[src/hw/rtl/pgs_pkg.sv]
package pgs_pkg;

   localparam int COORD_W       = 32;
   localparam int ANGLE_W       = 16;
   localparam int CORDIC_STAGES = 20;
   localparam int GUARD_W       = 27;
   localparam int DATA_W        = 64;
   localparam int PHASE_W       = 32;
   localparam int STAGE_IDX_W   = 5;
   localparam int STEP_W        = 31;
   localparam int NDIV_W        = 13;
   localparam int DEN_W         = 32;
   localparam int REM_W         = 33;
   localparam int DIV_W         = 48;
   localparam int KINV_W        = 24;
   localparam int CSR_IDX_W     = 3;
   localparam int CSR_DATA_W    = 32;

   // Inverse CORDIC gain, Q0.24.
   localparam logic [KINV_W-1:0] KINV = 24'd10188014;

   localparam logic [PHASE_W-1:0] HALF_TURN = 32'h8000_0000;

   localparam logic [CSR_IDX_W-1:0] CSR_ORIGIN_X       = 3'd0;
   localparam logic [CSR_IDX_W-1:0] CSR_ORIGIN_Y       = 3'd1;
   localparam logic [CSR_IDX_W-1:0] CSR_RADIUS_STEP    = 3'd2;
   localparam logic [CSR_IDX_W-1:0] CSR_DIVISION_COUNT = 3'd3;
   localparam logic [CSR_IDX_W-1:0] CSR_ROTATION_ANGLE = 3'd4;

   localparam logic MODE_VECTOR = 1'b0;
   localparam logic MODE_ROTATE = 1'b1;

   typedef struct packed {
      logic              valid;
      logic              on_origin;
      logic              neg;
      logic              axis;
      logic [1:0]        quad;
      logic [DATA_W-1:0] side;
   } ctx_type;

   typedef struct packed {
      logic signed [DATA_W-1:0] x;
      logic signed [DATA_W-1:0] y;
      logic [PHASE_W-1:0]       ang;
   } vec_type;

   typedef struct packed {
      logic [REM_W-1:0] rem;
      logic [DIV_W-1:0] nq;
   } div_lane_type;

   // atan(2^-i) in phase units of 2^-32 turn, truncated.
   function automatic logic [PHASE_W-1:0] atan_phase(input logic [STAGE_IDX_W-1:0] idx);
      logic [PHASE_W-1:0] a;
      case (idx)
         5'd0:  a = 32'h20000000;
         5'd1:  a = 32'h12E4051D;
         5'd2:  a = 32'h09FB385B;
         5'd3:  a = 32'h051111D4;
         5'd4:  a = 32'h028B0D43;
         5'd5:  a = 32'h0145D7E1;
         5'd6:  a = 32'h00A2F61E;
         5'd7:  a = 32'h00517C55;
         5'd8:  a = 32'h0028BE53;
         5'd9:  a = 32'h00145F2E;
         5'd10: a = 32'h000A2F98;
         5'd11: a = 32'h000517CC;
         5'd12: a = 32'h00028BE6;
         5'd13: a = 32'h000145F3;
         5'd14: a = 32'h0000A2F9;
         5'd15: a = 32'h0000517C;
         5'd16: a = 32'h000028BE;
         5'd17: a = 32'h0000145F;
         5'd18: a = 32'h00000A2F;
         5'd19: a = 32'h00000517;
         5'd20: a = 32'h0000028B;
         5'd21: a = 32'h00000145;
         5'd22: a = 32'h000000A2;
         5'd23: a = 32'h00000051;
         5'd24: a = 32'h00000028;
         5'd25: a = 32'h00000014;
         5'd26: a = 32'h0000000A;
         5'd27: a = 32'h00000005;
         5'd28: a = 32'h00000002;
         5'd29: a = 32'h00000001;
         default: a = 32'h00000000;
      endcase
      return a;
   endfunction

endpackage

[src/hw/rtl/pgs_gain_unit.sv]
module pgs_gain_unit (
   input  logic                        clock,
   input  logic                        advance,
   input  logic [pgs_pkg::DATA_W-1:0]  value_i,
   output logic [pgs_pkg::DATA_W-1:0]  product_o
);
   import pgs_pkg::*;

   logic [47:0]       hi_in;
   logic [47:0]       hi_ff;
   logic [39:0]       mid_in;
   logic [39:0]       mid_ff;
   logic [47:0]       lo_in;
   logic [47:0]       lo_ff;
   logic [47:0]       lo_round;
   logic [DATA_W-1:0] prod_in;
   logic [DATA_W-1:0] prod_ff;

   // The value is cut into three slices so that each product stays narrow;
   // only the lowest slice is rounded, half up.
   always_comb begin
      hi_in    = value_i[63:40] * KINV;
      mid_in   = value_i[39:24] * KINV;
      lo_in    = value_i[23:0] * KINV;
      lo_round = lo_ff + 48'h80_0000;
      prod_in  = {hi_ff, 16'b0} + DATA_W'(mid_ff) + DATA_W'(lo_round[47:24]);
   end

   always_ff @(posedge clock) begin
      if (advance) begin
         hi_ff   <= hi_in;
         mid_ff  <= mid_in;
         lo_ff   <= lo_in;
         prod_ff <= prod_in;
      end
   end

   assign product_o = prod_ff;

endmodule
[config.mk]
export PLATFORM = sky130hd
export DESIGN_NAME = pgs_gain_unit
export DESIGN_NICKNAME = d
export VERILOG_FILES = /design/src/hw/rtl/pgs_pkg.sv /design/src/hw/rtl/pgs_gain_unit.sv
export SDC_FILE = /design/constraint.sdc
export NUM_CORES = 2
export LEC_CHECK = 0
export BUFFER_PORTS_ARGS = -buffer_cell sky130_fd_sc_hd__buf_2
export CORE_UTILIZATION = 46
export DETAILED_ROUTE_END_ITERATION = 6
export GPL_TIMING_DRIVEN = 1
export PLACE_DENSITY_LB_ADDON = 0.12
export REMOVE_ABC_BUFFERS = 1
export SLEW_MARGIN = 20
export SYNTH_ARGS = -nofsm -noshare
export SYNTH_HDL_FRONTEND = slang
export SYNTH_SLANG_ARGS = --single-unit
[constraint.sdc]
create_clock -name clock -period 17.18 [get_ports clock]
set_input_delay 1.718 -clock clock [delete_from_list [all_inputs] [get_ports clock]]
set_output_delay 1.718 -clock clock [all_outputs]
set_load 0.05 [all_outputs]
==> key figures <==
Status
  • Status: finished, final reports clean

Clock tree
  • CTS tree: yes
  • Clk pin slew, worst setup/hold paths: 0.08 ns
  • Num CTS Buffers: 17
  • Clock Tree Buf Depth: 2
  • # H-tree levels: 4
  • Clk sinks: 175
  • Cts hold-fix bufs: 0
  • Clock Latency Late Sink: 0.46 ns
  • Post-CTS Setup Inserts: 0
  • Clk Tree Root Cell: clkbuf_16
  • Post_cts resized: 0

Hold path
  • Hold Path Class: register to register
  • Hold path depth: 1

Synthesis
  • Fraction of registers with async set/reset: 0%
  • Syn. warnings: 0
  • Post-synth EDFFs: 175
  • #FFs+latches synth: 175
  • Unique masters post-synth: 74
  • Sequential area share after synthesis: 13.6%
  • Mapped Area: 38500 µm²
  • Post-synth top flop: edfxtp_1
  • Mean Syn Cell Area: 10.3 µm²
  • Syn Inst Count: 3736

Final layout
  • Layout area overhead: 6.46%
  • Antenna cells: 0
  • Layout Cells excl Fill: 4942
  • Final nets: 5306
  • Share of layout cells above drive strength 1: 4.65%
  • Core Util, Final: 49.7%

STA
  • Fmax: 123 MHz
  • Max Slew Vio Count: 0
  • Setup TNS: 0 ns
  • Final setup violating endpoints: 0
  • Setup Skew: 0.0171 ns
  • Rel. slew slack: 34.3%
  • Crit path time final: 8.16 ns
  • Fin. Hold Viols: 0
  • Hold_ws: 0.569 ns
  • Worst slew pin tran: 0.986 ns
  • RSZ-0062 raised after global routing: no
  • Fin crit share: 47.5%

Detailed routing
  • Routed WL: 93800 µm
  • Via count: 25000
  • First-pass DRT Iterations: 5
  • Drt wl/cell: 19.0 µm
  • Post-route ant nets: 0
  • DRC violations left: 0
  • Vias per inst: 5.06
  • Iteration-0 DRC Markers: 1324

Global routing
  • Total gr overflow: 0
  • Pin count of the biggest net entering global routing: 115
  • First-pass GRT wire length: 152000 µm
  • GRT Total Usage: 23.4%
  • Initial antenna violation count: 0
  • Number of global-route vias before repair: 27200

Die
  • Io pins: 130
  • Initial core utilization: 46.7%
  • Die width: 291 µm
  • Die Area: 84900 µm²
  • FP Rows: 105
  • Core area: 82500 µm²
  • Die Ht: 291 µm

Worst setup path
  • FF-to-FF path depth: 19
  • CP Max Fanout: 8
  • Worst setup path class: input port to register
  • CP Capture Type: register
  • Crit path arrival time: 8.37 ns
  • WP data required: 17.39 ns
  • Worst setup SP type: input port

Place
  • # port buffers: 129
  • Post-detail-place hpwl: 83300 µm
  • Post-placement cell count: 4910
  • Final Wtd Congestion: 0.944

Flow run
  • Maxcap violations: 0
## per-layer routing
layer  track usage, %  wire length, µm  up-vias
met2             40.6            46500      440
li1                 -                -    12000
met5                0                0        -
met1             31.8            42100    12500
met4             5.16             2070        0
met3             2.23             3160       88
## state kept, by name, indices dropped and copies added, names as in the netlist
| name | count |
|---|---|
| hi_ff | 47 |
| product_o | 64 |
| lo_ff | 25 |
| mid_ff | 39 |
## layout by cell type (no fill, tap or decap), types with 6 or more instances in the layout
cell          n
a211oi_1     16
a21o_1       89
a21oi_1     142
a311oi_1      7
a31oi_1      17
and2_1        8
and3_1       33
buf_2       128
clkbuf_16    17
clkinv_4      6
edfxtp_1    175
fa_1        692
ha_1        689
inv_1      1133
nand2_1     109
nand2b_1     19
nand3_1      52
nand4_1      20
nor2_1       88
nor2b_1      12
nor3_1       32
o211ai_1     10
o21a_1       16
o21ai_0      62
o21ai_1       7
o21bai_1     15
xnor2_1     104
xor2_1       74
## worst paths after layout
check | slack [ns] | to | from
worst max-delay path | 9.02 | hi_ff[47] | value_i[48]
worst min-delay path | 0.57 | product_o[0] | lo_ff[24]
worst max register to register | 11.54 | product_o[38] | lo_ff[23]
worst min register to register | 0.57 | product_o[0] | lo_ff[24]
## worst max-delay path, stage by stage
cell and delay, ns:
buf_2 0.23, inv_1 0.23, fa_1 0.55, fa_1 0.44, fa_1 0.51, fa_1 0.54
inv_1 0.05, fa_1 0.46, fa_1 0.49, inv_1 0.05, fa_1 0.48, inv_1 0.04
ha_1 0.39, and4_1 0.27, and2_0 0.15, a311oi_1 0.22, o21ai_1 0.24, a211oi_1 0.48
o21ai_1 0.19, a221o_1 0.34, a21oi_1 0.19, xnor2_1 0.09
## cell type report
| type | count | area (µm²) |
|---|---|---|
| Fill cell | 7691 | 41500 |
| Multi-Input combinational cell | 2402 | 28900 |
| Sequential cell | 175 | 5260 |
| Inverter | 1133 | 4250 |
| Tap cell | 1070 | 1340 |
| Timing Repair Buffer | 130 | 662 |
| Clock buffer | 17 | 425 |
| Clock inverter | 15 | 169 |
## logic make-up after synthesis
group	after synthesis	synth area share, %
fa+ha+maj	1381	58.4
buf+inv	1159	11.3
compound gates	440	7.48
simple gates	401	5.07
xor+xnor	178	4.05
flops	175	13.6
mux	2	0.0552
## synth_stat cells (4+ instances only)
cell type,instances,area (µm²)
nor3_1,32,160
o21a_1,16,120
xor2_1,74,648
o311ai_0,4,35.0
and2_1,8,50.1
a211oi_1,16,120
xnor2_1,104,911
nand2_1,109,409
a41oi_1,5,43.8
o21ai_1,7,35.0
a21o_1,89,668
nand4_1,20,125
clkbuf_1,23,86.3
o21bai_1,15,113
fa_1,692,13900
nand2b_1,19,119
ha_1,689,8620
nand3_1,52,260
o211ai_1,10,75.1
nor2_1,88,330
and3_1,33,206
nor2b_1,12,75.1
a311oi_1,7,61.3
or2_2,5,31.3
inv_1,1133,4250
a31oi_1,17,106
and4_1,5,43.8
o21ai_0,62,310
a21oi_1,142,711
edfxtp_1,175,5260
## per-stage QoR
stage	instance area, µm²	setup WS [ns]
4_1_cts	41000	9.02
3_5_place_dp	40400	8.52
3_3_place_gp	40400	8.66
6_report	41000	9.02
2_1_floorplan	38400	9.30
5_1_grt	41000	8.66
Power is not shown: default switching activity piles up to over one toggle a cycle in this logic, so the estimate is an artifact.
