==> config.mk <==
export PLATFORM = sky130hd
export DESIGN_NAME = pgs_div_cell
export DESIGN_NICKNAME = d
export VERILOG_FILES = /design/src/hw/rtl/pgs_pkg.sv /design/src/hw/rtl/pgs_div_cell.sv
export SDC_FILE = /design/constraint.sdc
export NUM_CORES = 1
export LEC_CHECK = 0
export BUFFER_PORTS_ARGS = -buffer_cell sky130_fd_sc_hd__buf_2
export CORE_AREA = 2 2 207 209
export CTS_BUF_LIST = sky130_fd_sc_hd__clkbuf_2 sky130_fd_sc_hd__clkbuf_4 sky130_fd_sc_hd__clkbuf_8
export CTS_CLUSTER_SIZE = 40
export DETAILED_ROUTE_END_ITERATION = 10
export DIE_AREA = 0 0 209 211
export MAX_ROUTING_LAYER = met4
export PLACE_DENSITY = 0.52
export SLEW_MARGIN = 0
export SYNTH_ARGS = -nofsm -noshare
export SYNTH_HDL_FRONTEND = slang
export SYNTH_SLANG_ARGS = --single-unit
==> constraint.sdc <==
create_clock -name clock -period 7.3 [get_ports clock]
set_clock_uncertainty 0.1 [all_clocks]
set_input_delay 0.365 -clock clock [delete_from_list [all_inputs] [get_ports clock]]
set_output_delay 0.365 -clock clock [all_outputs]
set_load 0.005 [all_outputs]
==> src/hw/rtl/pgs_pkg.sv <==
package pgs_pkg;

   localparam int COORD_W       = 32;
   localparam int ANGLE_W       = 16;
   localparam int CORDIC_STAGES = 20;
   localparam int GUARD_W       = 27;
   localparam int DATA_W        = 64;
   localparam int PHASE_W       = 32;
   localparam int STAGE_IDX_W   = 5;
   localparam int STEP_W        = 31;
   localparam int NDIV_W        = 13;
   localparam int DEN_W         = 32;
   localparam int REM_W         = 33;
   localparam int DIV_W         = 48;
   localparam int KINV_W        = 24;
   localparam int CSR_IDX_W     = 3;
   localparam int CSR_DATA_W    = 32;

   // Inverse CORDIC gain, Q0.24.
   localparam logic [KINV_W-1:0] KINV = 24'd10188014;

   localparam logic [PHASE_W-1:0] HALF_TURN = 32'h8000_0000;

   localparam logic [CSR_IDX_W-1:0] CSR_ORIGIN_X       = 3'd0;
   localparam logic [CSR_IDX_W-1:0] CSR_ORIGIN_Y       = 3'd1;
   localparam logic [CSR_IDX_W-1:0] CSR_RADIUS_STEP    = 3'd2;
   localparam logic [CSR_IDX_W-1:0] CSR_DIVISION_COUNT = 3'd3;
   localparam logic [CSR_IDX_W-1:0] CSR_ROTATION_ANGLE = 3'd4;

   localparam logic MODE_VECTOR = 1'b0;
   localparam logic MODE_ROTATE = 1'b1;

   typedef struct packed {
      logic              valid;
      logic              on_origin;
      logic              neg;
      logic              axis;
      logic [1:0]        quad;
      logic [DATA_W-1:0] side;
   } ctx_type;

   typedef struct packed {
      logic signed [DATA_W-1:0] x;
      logic signed [DATA_W-1:0] y;
      logic [PHASE_W-1:0]       ang;
   } vec_type;

   typedef struct packed {
      logic [REM_W-1:0] rem;
      logic [DIV_W-1:0] nq;
   } div_lane_type;

   // atan(2^-i) in phase units of 2^-32 turn, truncated.
   function automatic logic [PHASE_W-1:0] atan_phase(input logic [STAGE_IDX_W-1:0] idx);
      logic [PHASE_W-1:0] a;
      case (idx)
         5'd0:  a = 32'h20000000;
         5'd1:  a = 32'h12E4051D;
         5'd2:  a = 32'h09FB385B;
         5'd3:  a = 32'h051111D4;
         5'd4:  a = 32'h028B0D43;
         5'd5:  a = 32'h0145D7E1;
         5'd6:  a = 32'h00A2F61E;
         5'd7:  a = 32'h00517C55;
         5'd8:  a = 32'h0028BE53;
         5'd9:  a = 32'h00145F2E;
         5'd10: a = 32'h000A2F98;
         5'd11: a = 32'h000517CC;
         5'd12: a = 32'h00028BE6;
         5'd13: a = 32'h000145F3;
         5'd14: a = 32'h0000A2F9;
         5'd15: a = 32'h0000517C;
         5'd16: a = 32'h000028BE;
         5'd17: a = 32'h0000145F;
         5'd18: a = 32'h00000A2F;
         5'd19: a = 32'h00000517;
         5'd20: a = 32'h0000028B;
         5'd21: a = 32'h00000145;
         5'd22: a = 32'h000000A2;
         5'd23: a = 32'h00000051;
         5'd24: a = 32'h00000028;
         5'd25: a = 32'h00000014;
         5'd26: a = 32'h0000000A;
         5'd27: a = 32'h00000005;
         5'd28: a = 32'h00000002;
         5'd29: a = 32'h00000001;
         default: a = 32'h00000000;
      endcase
      return a;
   endfunction

endpackage

==> src/hw/rtl/pgs_div_cell.sv <==
module pgs_div_cell (
   input  logic                        clock,
   input  logic                        reset,
   input  logic                        advance,
   input  logic [pgs_pkg::DEN_W-1:0]   den_r,
   input  logic [pgs_pkg::DEN_W-1:0]   den_a,
   input  pgs_pkg::ctx_type            ctx_i,
   input  pgs_pkg::div_lane_type       lane_r_i,
   input  pgs_pkg::div_lane_type       lane_a_i,
   output pgs_pkg::ctx_type            ctx_o,
   output pgs_pkg::div_lane_type       lane_r_o,
   output pgs_pkg::div_lane_type       lane_a_o
);
   import pgs_pkg::*;

   ctx_type      ctx_ff;
   div_lane_type lane_r_in;
   div_lane_type lane_r_ff;
   div_lane_type lane_a_in;
   div_lane_type lane_a_ff;

   // One restoring step: bring in the next dividend bit, subtract if it
   // fits, and shift the quotient bit in where the dividend bit left.
   function automatic div_lane_type div_step(input div_lane_type l,
                                             input logic [DEN_W-1:0] den);
      logic [REM_W-1:0] part;
      logic             q_bit;
      div_lane_type     res;
      part  = {l.rem[REM_W-2:0], l.nq[DIV_W-1]};
      q_bit = (part >= {1'b0, den});
      res.rem = q_bit ? (part - {1'b0, den}) : part;
      res.nq  = {l.nq[DIV_W-2:0], q_bit};
      return res;
   endfunction

   always_comb begin
      lane_r_in = div_step(lane_r_i, den_r);
      lane_a_in = div_step(lane_a_i, den_a);
   end

   always_ff @(posedge clock) begin
      if (reset) begin
         ctx_ff <= '0;
      end else if (advance) begin
         ctx_ff <= ctx_i;
      end
   end

   always_ff @(posedge clock) begin
      if (advance) begin
         lane_r_ff <= lane_r_in;
         lane_a_ff <= lane_a_in;
      end
   end

   assign ctx_o    = ctx_ff;
   assign lane_r_o = lane_r_ff;
   assign lane_a_o = lane_a_ff;

endmodule

==> impl_metrics.json, run 1 <==
{
  "cp_cell_sequence": "dlygate4sd3_1, buf_2, ha_1, nand4_2, or3_1, a211oi_2, nor2_1, a21oi_4, a41oi_2, buf_4, inv_2, nor2_1, a21oi_1",
  "cpPeakStageDelay_ns": 0.58,
  "io_pins": 531,
  "drive_above_1_share": 0.323,
  "postSynthAreaPerCell_um2": 10.4,
  "yosysWarnings": 0,
  "critical_path.max_fanout": 40,
  "die_width_um": 209,
  "startpoint_type": "primary input",
  "area_growth_pct": 51.4,
  "finalWeightedCongestion": 0.892,
  "cp_common_cell": "nor2_1",
  "power_density_nw_per_um2": 209,
  "ys_top_cells_by_area": "edfxtp_1, dfxtp_1, ha_1",
  "antenna_left": 0,
  "die-height_um": 211,
  "cts_buffers": 42,
  "ir_drop_v": 0.000130,
  "synth.most_common_cell": "edfxtp_1",
  "first_pass_iters": 5,
  "async_flop_share": 0,
  "synth-edff-count": 162,
  "antenna_found_initial": 12,
  "dpl.hpwl_um": 33900,
  "period_minus_slack_ns": 4.05,
  "clock_latency_ns": 0.56,
  "status": "completed",
  "row_count": 75,
  "core_um2": 41800,
  "clkSlewWorstSetupHoldPaths_ns": 0.06,
  "slew_headroom": 0.265,
  "wl_per_cell_um": 18.0,
  "synth_top_area_frac": 0.401,
  "crit_family": "buffers and inverters",
  "worst-path-buf-inv": 4,
  "grt_max_degree": 155,
  "drv_slew": 0,
  "netlist_area_um2": 12100,
  "syn_inst": 1168,
  "maxCapViolCount": 0,
  "yosys-top-cells-count": "edfxtp_1, nor2_1, nand2_1, a21oi_1, inv_1",
  "fmax_mhz": 247,
  "vias_per_cell": 4.72,
  "totalWireLength_um": 44600,
  "finalInstanceArea_um2": 18400,
  "required_ns": 7.56,
  "ys_seq_elements": 232,
  "yosys.area.top_type": "edfxtp_1",
  "htree_levels": 2,
  "cp-end-kind": "flop",
  "seq_area_um2": 6270,
  "post-cts-setup-buffers": 0,
  "leakage_uw": 0.00861,
  "overflow": 0,
  "finalHoldViolations": 0,
  "cp.arrival_ns": 4.31,
  "rsz0062_at_grt": "no",
  "drtIter0Drc": 757,
  "vias": 11700,
  "grt_pass1_wl_um": 67000,
  "dieArea_um2": 44100,
  "grt_pass1_vias": 11800,
  "start_util": 0.291,
  "port_buffers": 528,
  "synth_fp_nets": 1533,
  "final.setup.tns_ns": 0,
  "drc": 0,
  "synth_cell_types": 74,
  "dpl_cell_area_um2": 15300,
  "yosysSeqAreaShare": 0.516,
  "clock-sinks": 232,
  "grt_usage": 0.202,
  "ctsLongestPathBuffers": 3,
  "cts-root-buf": "clkbuf_8",
  "synth_flop_cell": "edfxtp_1",
  "cp_slowest_cell": "inv_2",
  "fillers": 4013,
  "hold_path_class": "primary input to flop",
  "fin_crit_sh": 0.554,
  "multi_input_area_um2": 5340,
  "cts_tree": "done",
  "fin_nets": 2271,
  "finalSetupViolCount": 0,
  "path_class": "primary input to flop",
  "tightest_slew_ns": 1.10
}
[path summary, 6_finish.rpt]
| path | startpoint | endpoint | slack (ns) | depth (start not counted) |
|---|---|---|---|---|
| setup / recovery | lane_a_i[56] | lane_a_o[55]$_DFFE_PP_ | 3.25 | 13 |
| hold / removal | lane_r_i[77] | lane_r_o[78]$_DFFE_PP_ | 0.05 | 3 |
| setup reg to reg | ctx_o[40]$_SDFFE_PP0P_ | ctx_o[40]$_SDFFE_PP0P_ | 6.53 | 2 |
| hold reg to reg | ctx_o[38]$_SDFFE_PP0P_ | ctx_o[38]$_SDFFE_PP0P_ | 0.39 | 2 |
[layout by cell type (no fill, tap or decap), drive strengths merged, types with 11 or more instances in the layout]
cell type / n
nand4: 17
edfxtp: 162
dfxtp: 70
xor2: 22
nand3: 23
nor3: 18
o21a: 12
a21oi: 83
buf: 532
a21o: 36
dlygate4sd3: 215
nand2: 89
clkbuf: 64
ha: 64
o31ai: 11
a211oi: 12
nor2: 133
o21ai: 69
mux2i: 72
xnor2: 18
inv: 84
[through the flow]
step	instances	total power [uW]	hold slack (ns)	util	setup WS, ns
global route	2481	4040	0.0348	0.440	3.06
finish	2481	3830	0.0513	0.440	3.25
global placement	2186	2390	0.367	0.366	3.34
CTS	2476	3890	0.00470	0.440	3.39
detailed placement	2186	2400	0.375	0.366	3.33
floorplan	1168	2040	0.364	-	4.27
[repair_timing]
item	CTS	global route
endpoints found under the hold margin	215	0
hold buffers	215	0
gates resized for setup	0	0
[power by group]
group	total [uW]	switching, uW	internal, uW
Clock	1360	575	787
Combinational	877	466	411
Sequential	1590	35.2	1560
[metal layers]
layer / up-vias / GRT usage / wire [um] / share of wire
met4: 0 / 0.0631 / 1110 / 0.025
met3: 72 / 0.0409 / 2640 / 0.059
met2: 428 / 0.330 / 21200 / 0.48
li1: 5725 / - / - / -
met1: 5475 / 0.251 / 19600 / 0.44
met5: - / - / 0 / 0
[final cells by class]
cell class	count	area share
inverters	83	0.0169
flip-flops and latches	232	0.341
clock inverters	11	0.00612
multi-input cells	800	0.291
diodes	5	0.000681
repair buffers	747	0.264
clock buffers	64	0.0445
well taps	539	0.0367
[kinds of logic after synthesis]
logic type | share of synthesized area
AND/OR/NAND/NOR | 0.127
AO/OA/AOI/OAI | 0.153
flip-flops | 0.516
buffers and inverters | 0.0447
multiplexers | 0.0621
adder cells (fa/ha/maj) | 0.0692
XOR/XNOR | 0.0288
[worst register-to-register path, stage by stage, from the launching register on]
cell,delay (ns)
dfxtp_1,0.32
mux2i_1,0.14
nor2_1,0.07
[registers in the layout (all words and copies together) (netlist names)]
| name | count |
|---|---|
| ctx_o | 70 |
| lane_a_o | 81 |
| lane_r_o | 81 |
No activity file was read; power rests on OpenSTA's default activity.
==> inputs of run 2 (changes only) <==
==> constraint.sdc (replaced) <==
create_clock -name clock -period 3.87 [get_ports clock]
set_clock_uncertainty 0.1 [all_clocks]
set_input_delay 0.1935 -clock clock [delete_from_list [all_inputs] [get_ports clock]]
set_output_delay 0.1935 -clock clock [all_outputs]
set_load 0.005 [all_outputs]
==> run 2 against run 1 <==
Effect of this change: the flow now finishes with violations (hold timing); sequential power rose by 90%; design area rose by 1.2%; core utilization rose by 0.55 points; total power rose by 87%; critical endpoint is now lane_a_o[48]$_DFFE_PP_; critical path depth did not move; sequential share of layout area fell by 0.42 points; worst setup slack got worse by 3.1 ns.
==> impl_metrics.json, run 2 (synthesis gave the netlist of run 1 again) <==
{
  "status": "finished with violations",
  "violations": "hold timing",
  "whs_ns": -0.00255,
  "clkSlewWorstSetupHoldPaths_ns": 0.07,
  "row_count": 75,
  "power_density_nw_per_um2": 385,
  "cp.arrival_ns": 3.98,
  "ctsLongestPathBuffers": 3,
  "drv_slew": 0,
  "min_from": "advance",
  "r2r_slack_ns": 3.11,
  "grt_pass1_wl_um": 67900,
  "final.setup.tns_ns": 0,
  "slew_headroom": 0.472,
  "maxCapViolCount": 0,
  "clock_latency_ns": 0.57,
  "cp_common_cell": "dlygate4sd3_1",
  "worst-path-buf-inv": 5,
  "post-cts-setup-buffers": 0,
  "finalInstanceArea_um2": 18600,
  "port_buffers": 528,
  "drive_above_1_share": 0.322,
  "vias_per_cell": 4.72,
  "cts_tree": "done",
  "clock-sinks": 232,
  "required_ns": 4.12,
  "drtIter0Drc": 637,
  "antenna_found_initial": 7,
  "seq_area_um2": 6270,
  "fin_nets": 2303,
  "area_growth_pct": 53.3,
  "finalSetupViolCount": 0,
  "fmax_mhz": 268,
  "path_class": "primary input to flop",
  "vias": 11800,
  "io_pins": 531,
  "startpoint_type": "primary input",
  "overflow": 0,
  "finalWeightedCongestion": 0.994,
  "drc": 0,
  "multi_input_area_um2": 5340,
  "ir_drop_v": 0.000228,
  "cts-root-buf": "clkbuf_8",
  "grt_usage": 0.205,
  "cp_cell_sequence": "dlygate4sd3_1, buf_2, ha_1, nand4_2, or3_1, a211oi_2, nor2_1, a21oi_4, a41oi_2, inv_2, buf_12, a21oi_1, dlygate4sd3_1",
  "tightest_slew_ns": 0.792,
  "rsz0062_at_grt": "no",
  "cp-startpoint": "lane_a_i[56]",
  "crit_family": "buffers and inverters",
  "leakage_uw": 0.00873,
  "r2r_start": "ctx_o[10]$_SDFFE_PP0P_",
  "cpPeakStageDelay_ns": 0.56,
  "die_width_um": 209,
  "critical_path.max_fanout": 26,
  "dpl_cell_area_um2": 15400,
  "fin_crit_sh": 0.963,
  "start_util": 0.291,
  "totalWireLength_um": 45500,
  "core_um2": 41800,
  "cts_buffers": 42,
  "finalHoldViolations": 3,
  "cp-end-kind": "flop",
  "grt_pass1_vias": 12000,
  "htree_levels": 2,
  "fillers": 4018,
  "hold_path_class": "primary input to flop",
  "layout_common_cells": "buf_2, dlygate4sd3_1, edfxtp_1",
  "first_pass_iters": 5,
  "grt_max_degree": 90,
  "cp_slowest_cell": "dlygate4sd3_1",
  "dieArea_um2": 44100,
  "antenna_left": 0,
  "die-height_um": 211,
  "final_common_cell": "buf_2",
  "period_minus_slack_ns": 3.73,
  "dpl.hpwl_um": 34400,
  "wl_per_cell_um": 18.1
}
==> run 2: changes by cell type in the layout (fill, tap and decap cells not counted), sizes merged <==
| cell | change |
|---|---|
| clkinv | +5 |
| clkinvlp | -1 |
| dlygate4sd3 | +19 |
| buf | +13 |
| diode | -3 |
| clkbuf | -5 |
==> run 2: final timing paths <==
check	to	cells past startpoint
hold / removal	lane_r_o[4]$_DFFE_PP_	1
setup / recovery	lane_a_o[48]$_DFFE_PP_	13
setup reg to reg	ctx_o[10]$_SDFFE_PP0P_	2
hold reg to reg	ctx_o[15]$_SDFFE_PP0P_	2
==> run 2: what timing repair did <==
action,CTS,global route
hold buffers,234,0
hold endpoints to repair,230,0
resized for setup,0,0
==> run 2: where the power goes <==
| part | internal [uW] | total [uW] | switching [uW] | leakage (uW) |
|---|---|---|---|---|
| sequential | 2940 | 3020 | 79.1 | 0.00216 |
| clock | 1360 | 2450 | 1090 | 0.000455 |
| combinational | 807 | 1700 | 888 | 0.00611 |
| total | 5110 | 7170 | 2060 | 0.00873 |
==> run 2: routing by layer <==
metal,part of all wire,global-route usage,up-vias
li1,-,-,5786
met2,0.47,0.330,428
met1,0.42,0.241,5546
met4,0.029,0.0702,0
met5,0,-,-
met3,0.085,0.0671,88
==> run 2: cell type report <==
class,count,share of cell area
Sequential cell,232,0.337
Antenna cell,2,0.000269
Tap cell,539,0.0362
Inverter,83,0.0167
Timing Repair Buffer,779,0.277
Clock buffer,59,0.0393
Clock inverter,15,0.00733
Multi-Input combinational cell,800,0.287
==> run 2: stage by stage <==
step / instances / utilization / total power [uW] / setup slack (ns)
5_1_grt: 2509 / 0.446 / 7550 / 0.0271
3_5_place_dp: 2199 / 0.369 / 4550 / 0.522
4_1_cts: 2507 / 0.446 / 7260 / 0.267
2_1_floorplan: 1168 / - / 3850 / 1.01
6_report: 2509 / 0.446 / 7170 / 0.142
3_3_place_gp: 2199 / 0.369 / 4540 / 0.532
==> inputs of run 3 (changes only) <==
--- a/config.mk
+++ b/config.mk
@@ -5,14 +5,15 @@
 export SDC_FILE = /design/constraint.sdc
 export NUM_CORES = 1
 export LEC_CHECK = 0
+export ABC_AREA = 1
 export BUFFER_PORTS_ARGS = -buffer_cell sky130_fd_sc_hd__buf_2
-export CORE_AREA = 2 2 207 209
+export CORE_AREA = 2 2 206 208
 export CTS_BUF_LIST = sky130_fd_sc_hd__clkbuf_2 sky130_fd_sc_hd__clkbuf_4 sky130_fd_sc_hd__clkbuf_8
 export CTS_CLUSTER_SIZE = 40
 export DETAILED_ROUTE_END_ITERATION = 10
-export DIE_AREA = 0 0 209 211
+export DIE_AREA = 0 0 208 210
 export MAX_ROUTING_LAYER = met4
-export PLACE_DENSITY = 0.52
+export PLACE_DENSITY = 0.57
 export SLEW_MARGIN = 0
 export SYNTH_ARGS = -nofsm -noshare
 export SYNTH_HDL_FRONTEND = slang
==> run 3 against run 2 <==
Effect of this change: the run now ends clean; clock power grew 16%; first-iteration DRC count grew 49%; non-clock buffer count grew 8; hold slack gained 0.049 ns; count of clock-buffer cells in the layout grew 2; area after synthesis grew 13%; worst setup slack gained 0.97 ns; combinational power grew 6%; total power grew 6.6%; critical endpoint is now lane_r_o[61]$_DFFE_PP_; largest cell class unchanged.
==> impl_metrics.json, run 3 <==
{
  "status": "completed",
  "period_minus_slack_ns": 2.76,
  "grt_pass1_wl_um": 77200,
  "row_count": 75,
  "cts_buffers": 44,
  "p_sw_frac": 0.290,
  "worst-path-buf-inv": 2,
  "async_flop_share": 0,
  "port_buffers": 528,
  "netlist_area_um2": 13800,
  "syn_inst": 1868,
  "yosysWarnings": 0,
  "ys_seq_elements": 232,
  "vias": 14700,
  "overflow": 0,
  "p_seq_frac": 0.392,
  "totalWireLength_um": 50000,
  "ctsLongestPathBuffers": 3,
  "layout_common_cells": "nand2_1, buf_2, inv_1",
  "drtIter0Drc": 952,
  "area_growth_pct": 48.8,
  "cp_common_cell": "nand2_1",
  "utilization": 0.494,
  "grt_usage": 0.228,
  "leakage_uw": 0.0110,
  "start_util": 0.332,
  "r2r-end": "ctx_o[43]$_SDFFE_PP0P_",
  "min_from": "den_r[0]",
  "r2r_slack_ns": 2.55,
  "fin_crit_sh": 0.713,
  "startpoint_type": "primary input",
  "drive_above_1_share": 0.238,
  "crit_family": "simple AND/OR/NAND/NOR gates",
  "cts-root-buf": "clkbuf_8",
  "finalSetupViolCount": 0,
  "final_common_cell": "nand2_1",
  "r2r_start": "ctx_o[43]$_SDFFE_PP0P_",
  "rr_worst_depth": 3,
  "drv_slew": 0,
  "hold_path_class": "primary input to flop",
  "cp_cell_sequence": "dlygate4sd3_1, buf_2, ha_1, nand2_1, nor2_2, nand2_1, nor3b_2, nand3_2, nand3_4, nand2_1, nand2_1",
  "hold-path-endpoint": "lane_r_o[48]$_DFFE_PP_",
  "ys_top_cells_by_area": "edfxtp_1, nand2_1, dfxtp_1",
  "fmax_mhz": 363,
  "rsz0062_at_grt": "no",
  "cpPeakStageDelay_ns": 0.56,
  "wl_per_cell_um": 15.5,
  "cts_tree": "done",
  "drc": 0,
  "antenna_found_initial": 4,
  "postSynthAreaPerCell_um2": 7.38,
  "synth-edff-count": 162,
  "tightest_slew_ns": 1.21,
  "clock_latency_ns": 0.59,
  "die-height_um": 210,
  "synth_fp_nets": 2233,
  "fin_nets": 3018,
  "yosys-top-cells-count": "nand2_1, inv_1, edfxtp_1, a21oi_1, nand4_1",
  "final.setup.tns_ns": 0,
  "synth_cell_types": 31,
  "cp.arrival_ns": 3.09,
  "synth_top_area_frac": 0.353,
  "clkSlewWorstSetupHoldPaths_ns": 0.06,
  "hold_path_depth": 5,
  "synth_flop_cell": "edfxtp_1",
  "grt_pass1_vias": 14400,
  "finalHoldViolations": 0,
  "cts_resized": 0,
  "slew_headroom": 0.196,
  "ir_drop_v": 0.000265,
  "io_pins": 531,
  "dpl.hpwl_um": 37400,
  "yosys.area.top_type": "edfxtp_1",
  "htree_levels": 2,
  "required_ns": 4.20,
  "switching_power_uw": 2210,
  "critical_path.max_fanout": 34,
  "synth.most_common_cell": "nand2_1",
  "power_density_nw_per_um2": 373,
  "first_pass_iters": 7,
  "vias_per_cell": 4.55,
  "core_um2": 41500,
  "internal-power_uw": 5430,
  "cp-end-kind": "flop",
  "combinationalPowerShare": 0.235,
  "cp.depth": 11,
  "finalWeightedCongestion": 0.973,
  "path_class": "primary input to flop",
  "maxCapViolCount": 0,
  "yosysSeqAreaShare": 0.455,
  "grt_max_degree": 109,
  "whs_ns": 0.0463,
  "die_width_um": 208,
  "p_clk_frac": 0.373,
  "clock-sinks": 232,
  "dieArea_um2": 43700,
  "antenna_left": 0,
  "cp_slowest_cell": "dlygate4sd3_1"
}
run 3: routing by layer:
layer  routed length [um]  global-route usage  part of all wire  up-vias
met1                21600               0.278              0.43     6729
li1                     -                   -                 -     7428
met3                 2520              0.0341             0.050       91
met2                24400               0.386              0.49      463
met4                 1550              0.0787             0.031        0
met5                    0                   -                 0        -
run 3: what timing repair did:
item	CTS	global route
hold buffers	250	0
endpoints found under the hold margin	230	0
buffers inserted	0	0
run 3: worst max path at each step:
stage,end,start,slack (ns)
after global routing,lane_r_o[63]$_DFFE_PP_,lane_r_i[71],0.91
after detailed placement,lane_r_o[61]$_DFFE_PP_,lane_r_i[62],1.03
after global placement,lane_r_o[61]$_DFFE_PP_,lane_r_i[62],1.0
final,lane_r_o[61]$_DFFE_PP_,lane_r_i[61],1.11
after floorplan,lane_r_o[73]$_DFFE_PP_,den_r[2],1.93
after CTS,lane_r_o[61]$_DFFE_PP_,lane_r_i[61],1.10
run 3: worst register-to-register path: stages, from the launching register on:
cell and delay [ns]:
dfxtp_1 0.33, nand2_1 0.07, a21oi_1 0.18, dlygate4sd3_1 0.58
run 3: kinds of logic (layout without fill, tap and decap cells):
family                     count (synthesis)  after routing  synth area share
buffers and inverters                    389           1210             0.111
AOI/OAI and AO/OA                        116            116            0.0425
xor gates and xnor gates                  30             30            0.0191
and+or+nand+nor                         1035           1035             0.312
adders and majority gates                 66             66            0.0610
other                                      0              4                 0
DFF                                      232            232             0.455
run 3: area by class of cell:
| cell class | instances | area, um2 |
|---|---|---|
| fillers | 4025 | 21000 |
| well taps | 539 | 674 |
| multi-input cells | 1247 | 5990 |
| flip-flops and latches | 232 | 6270 |
| repair buffers | 787 | 5230 |
| diodes | 4 | 10.0 |
| inverters | 341 | 1280 |
| clock inverters | 21 | 264 |
| clock buffers | 61 | 783 |
run 3: per-stage QoR:
| stage | power, uW | setup WS [ns] | area, um2 | instances |
|---|---|---|---|---|
| detailed placement | 4630 | 1.03 | 16900 | 2896 |
| finish | 7640 | 1.11 | 20500 | 3232 |
| global placement | 4610 | 0.998 | 16900 | 2896 |
| floorplan | 3920 | 1.93 | 13800 | 1868 |
| global route | 8060 | 0.907 | 20500 | 3232 |
| CTS | 7720 | 1.10 | 20500 | 3228 |
run 3: power groups by stage:
stage,clock network (uW),logic [uW],registers [uW]
5_1_grt,3040,2000,3020
2_1_floorplan,0,838,3080
3_3_place_gp,0,1570,3040
6_report,2850,1800,3000
4_1_cts,2930,1800,2990
3_5_place_dp,0,1580,3040
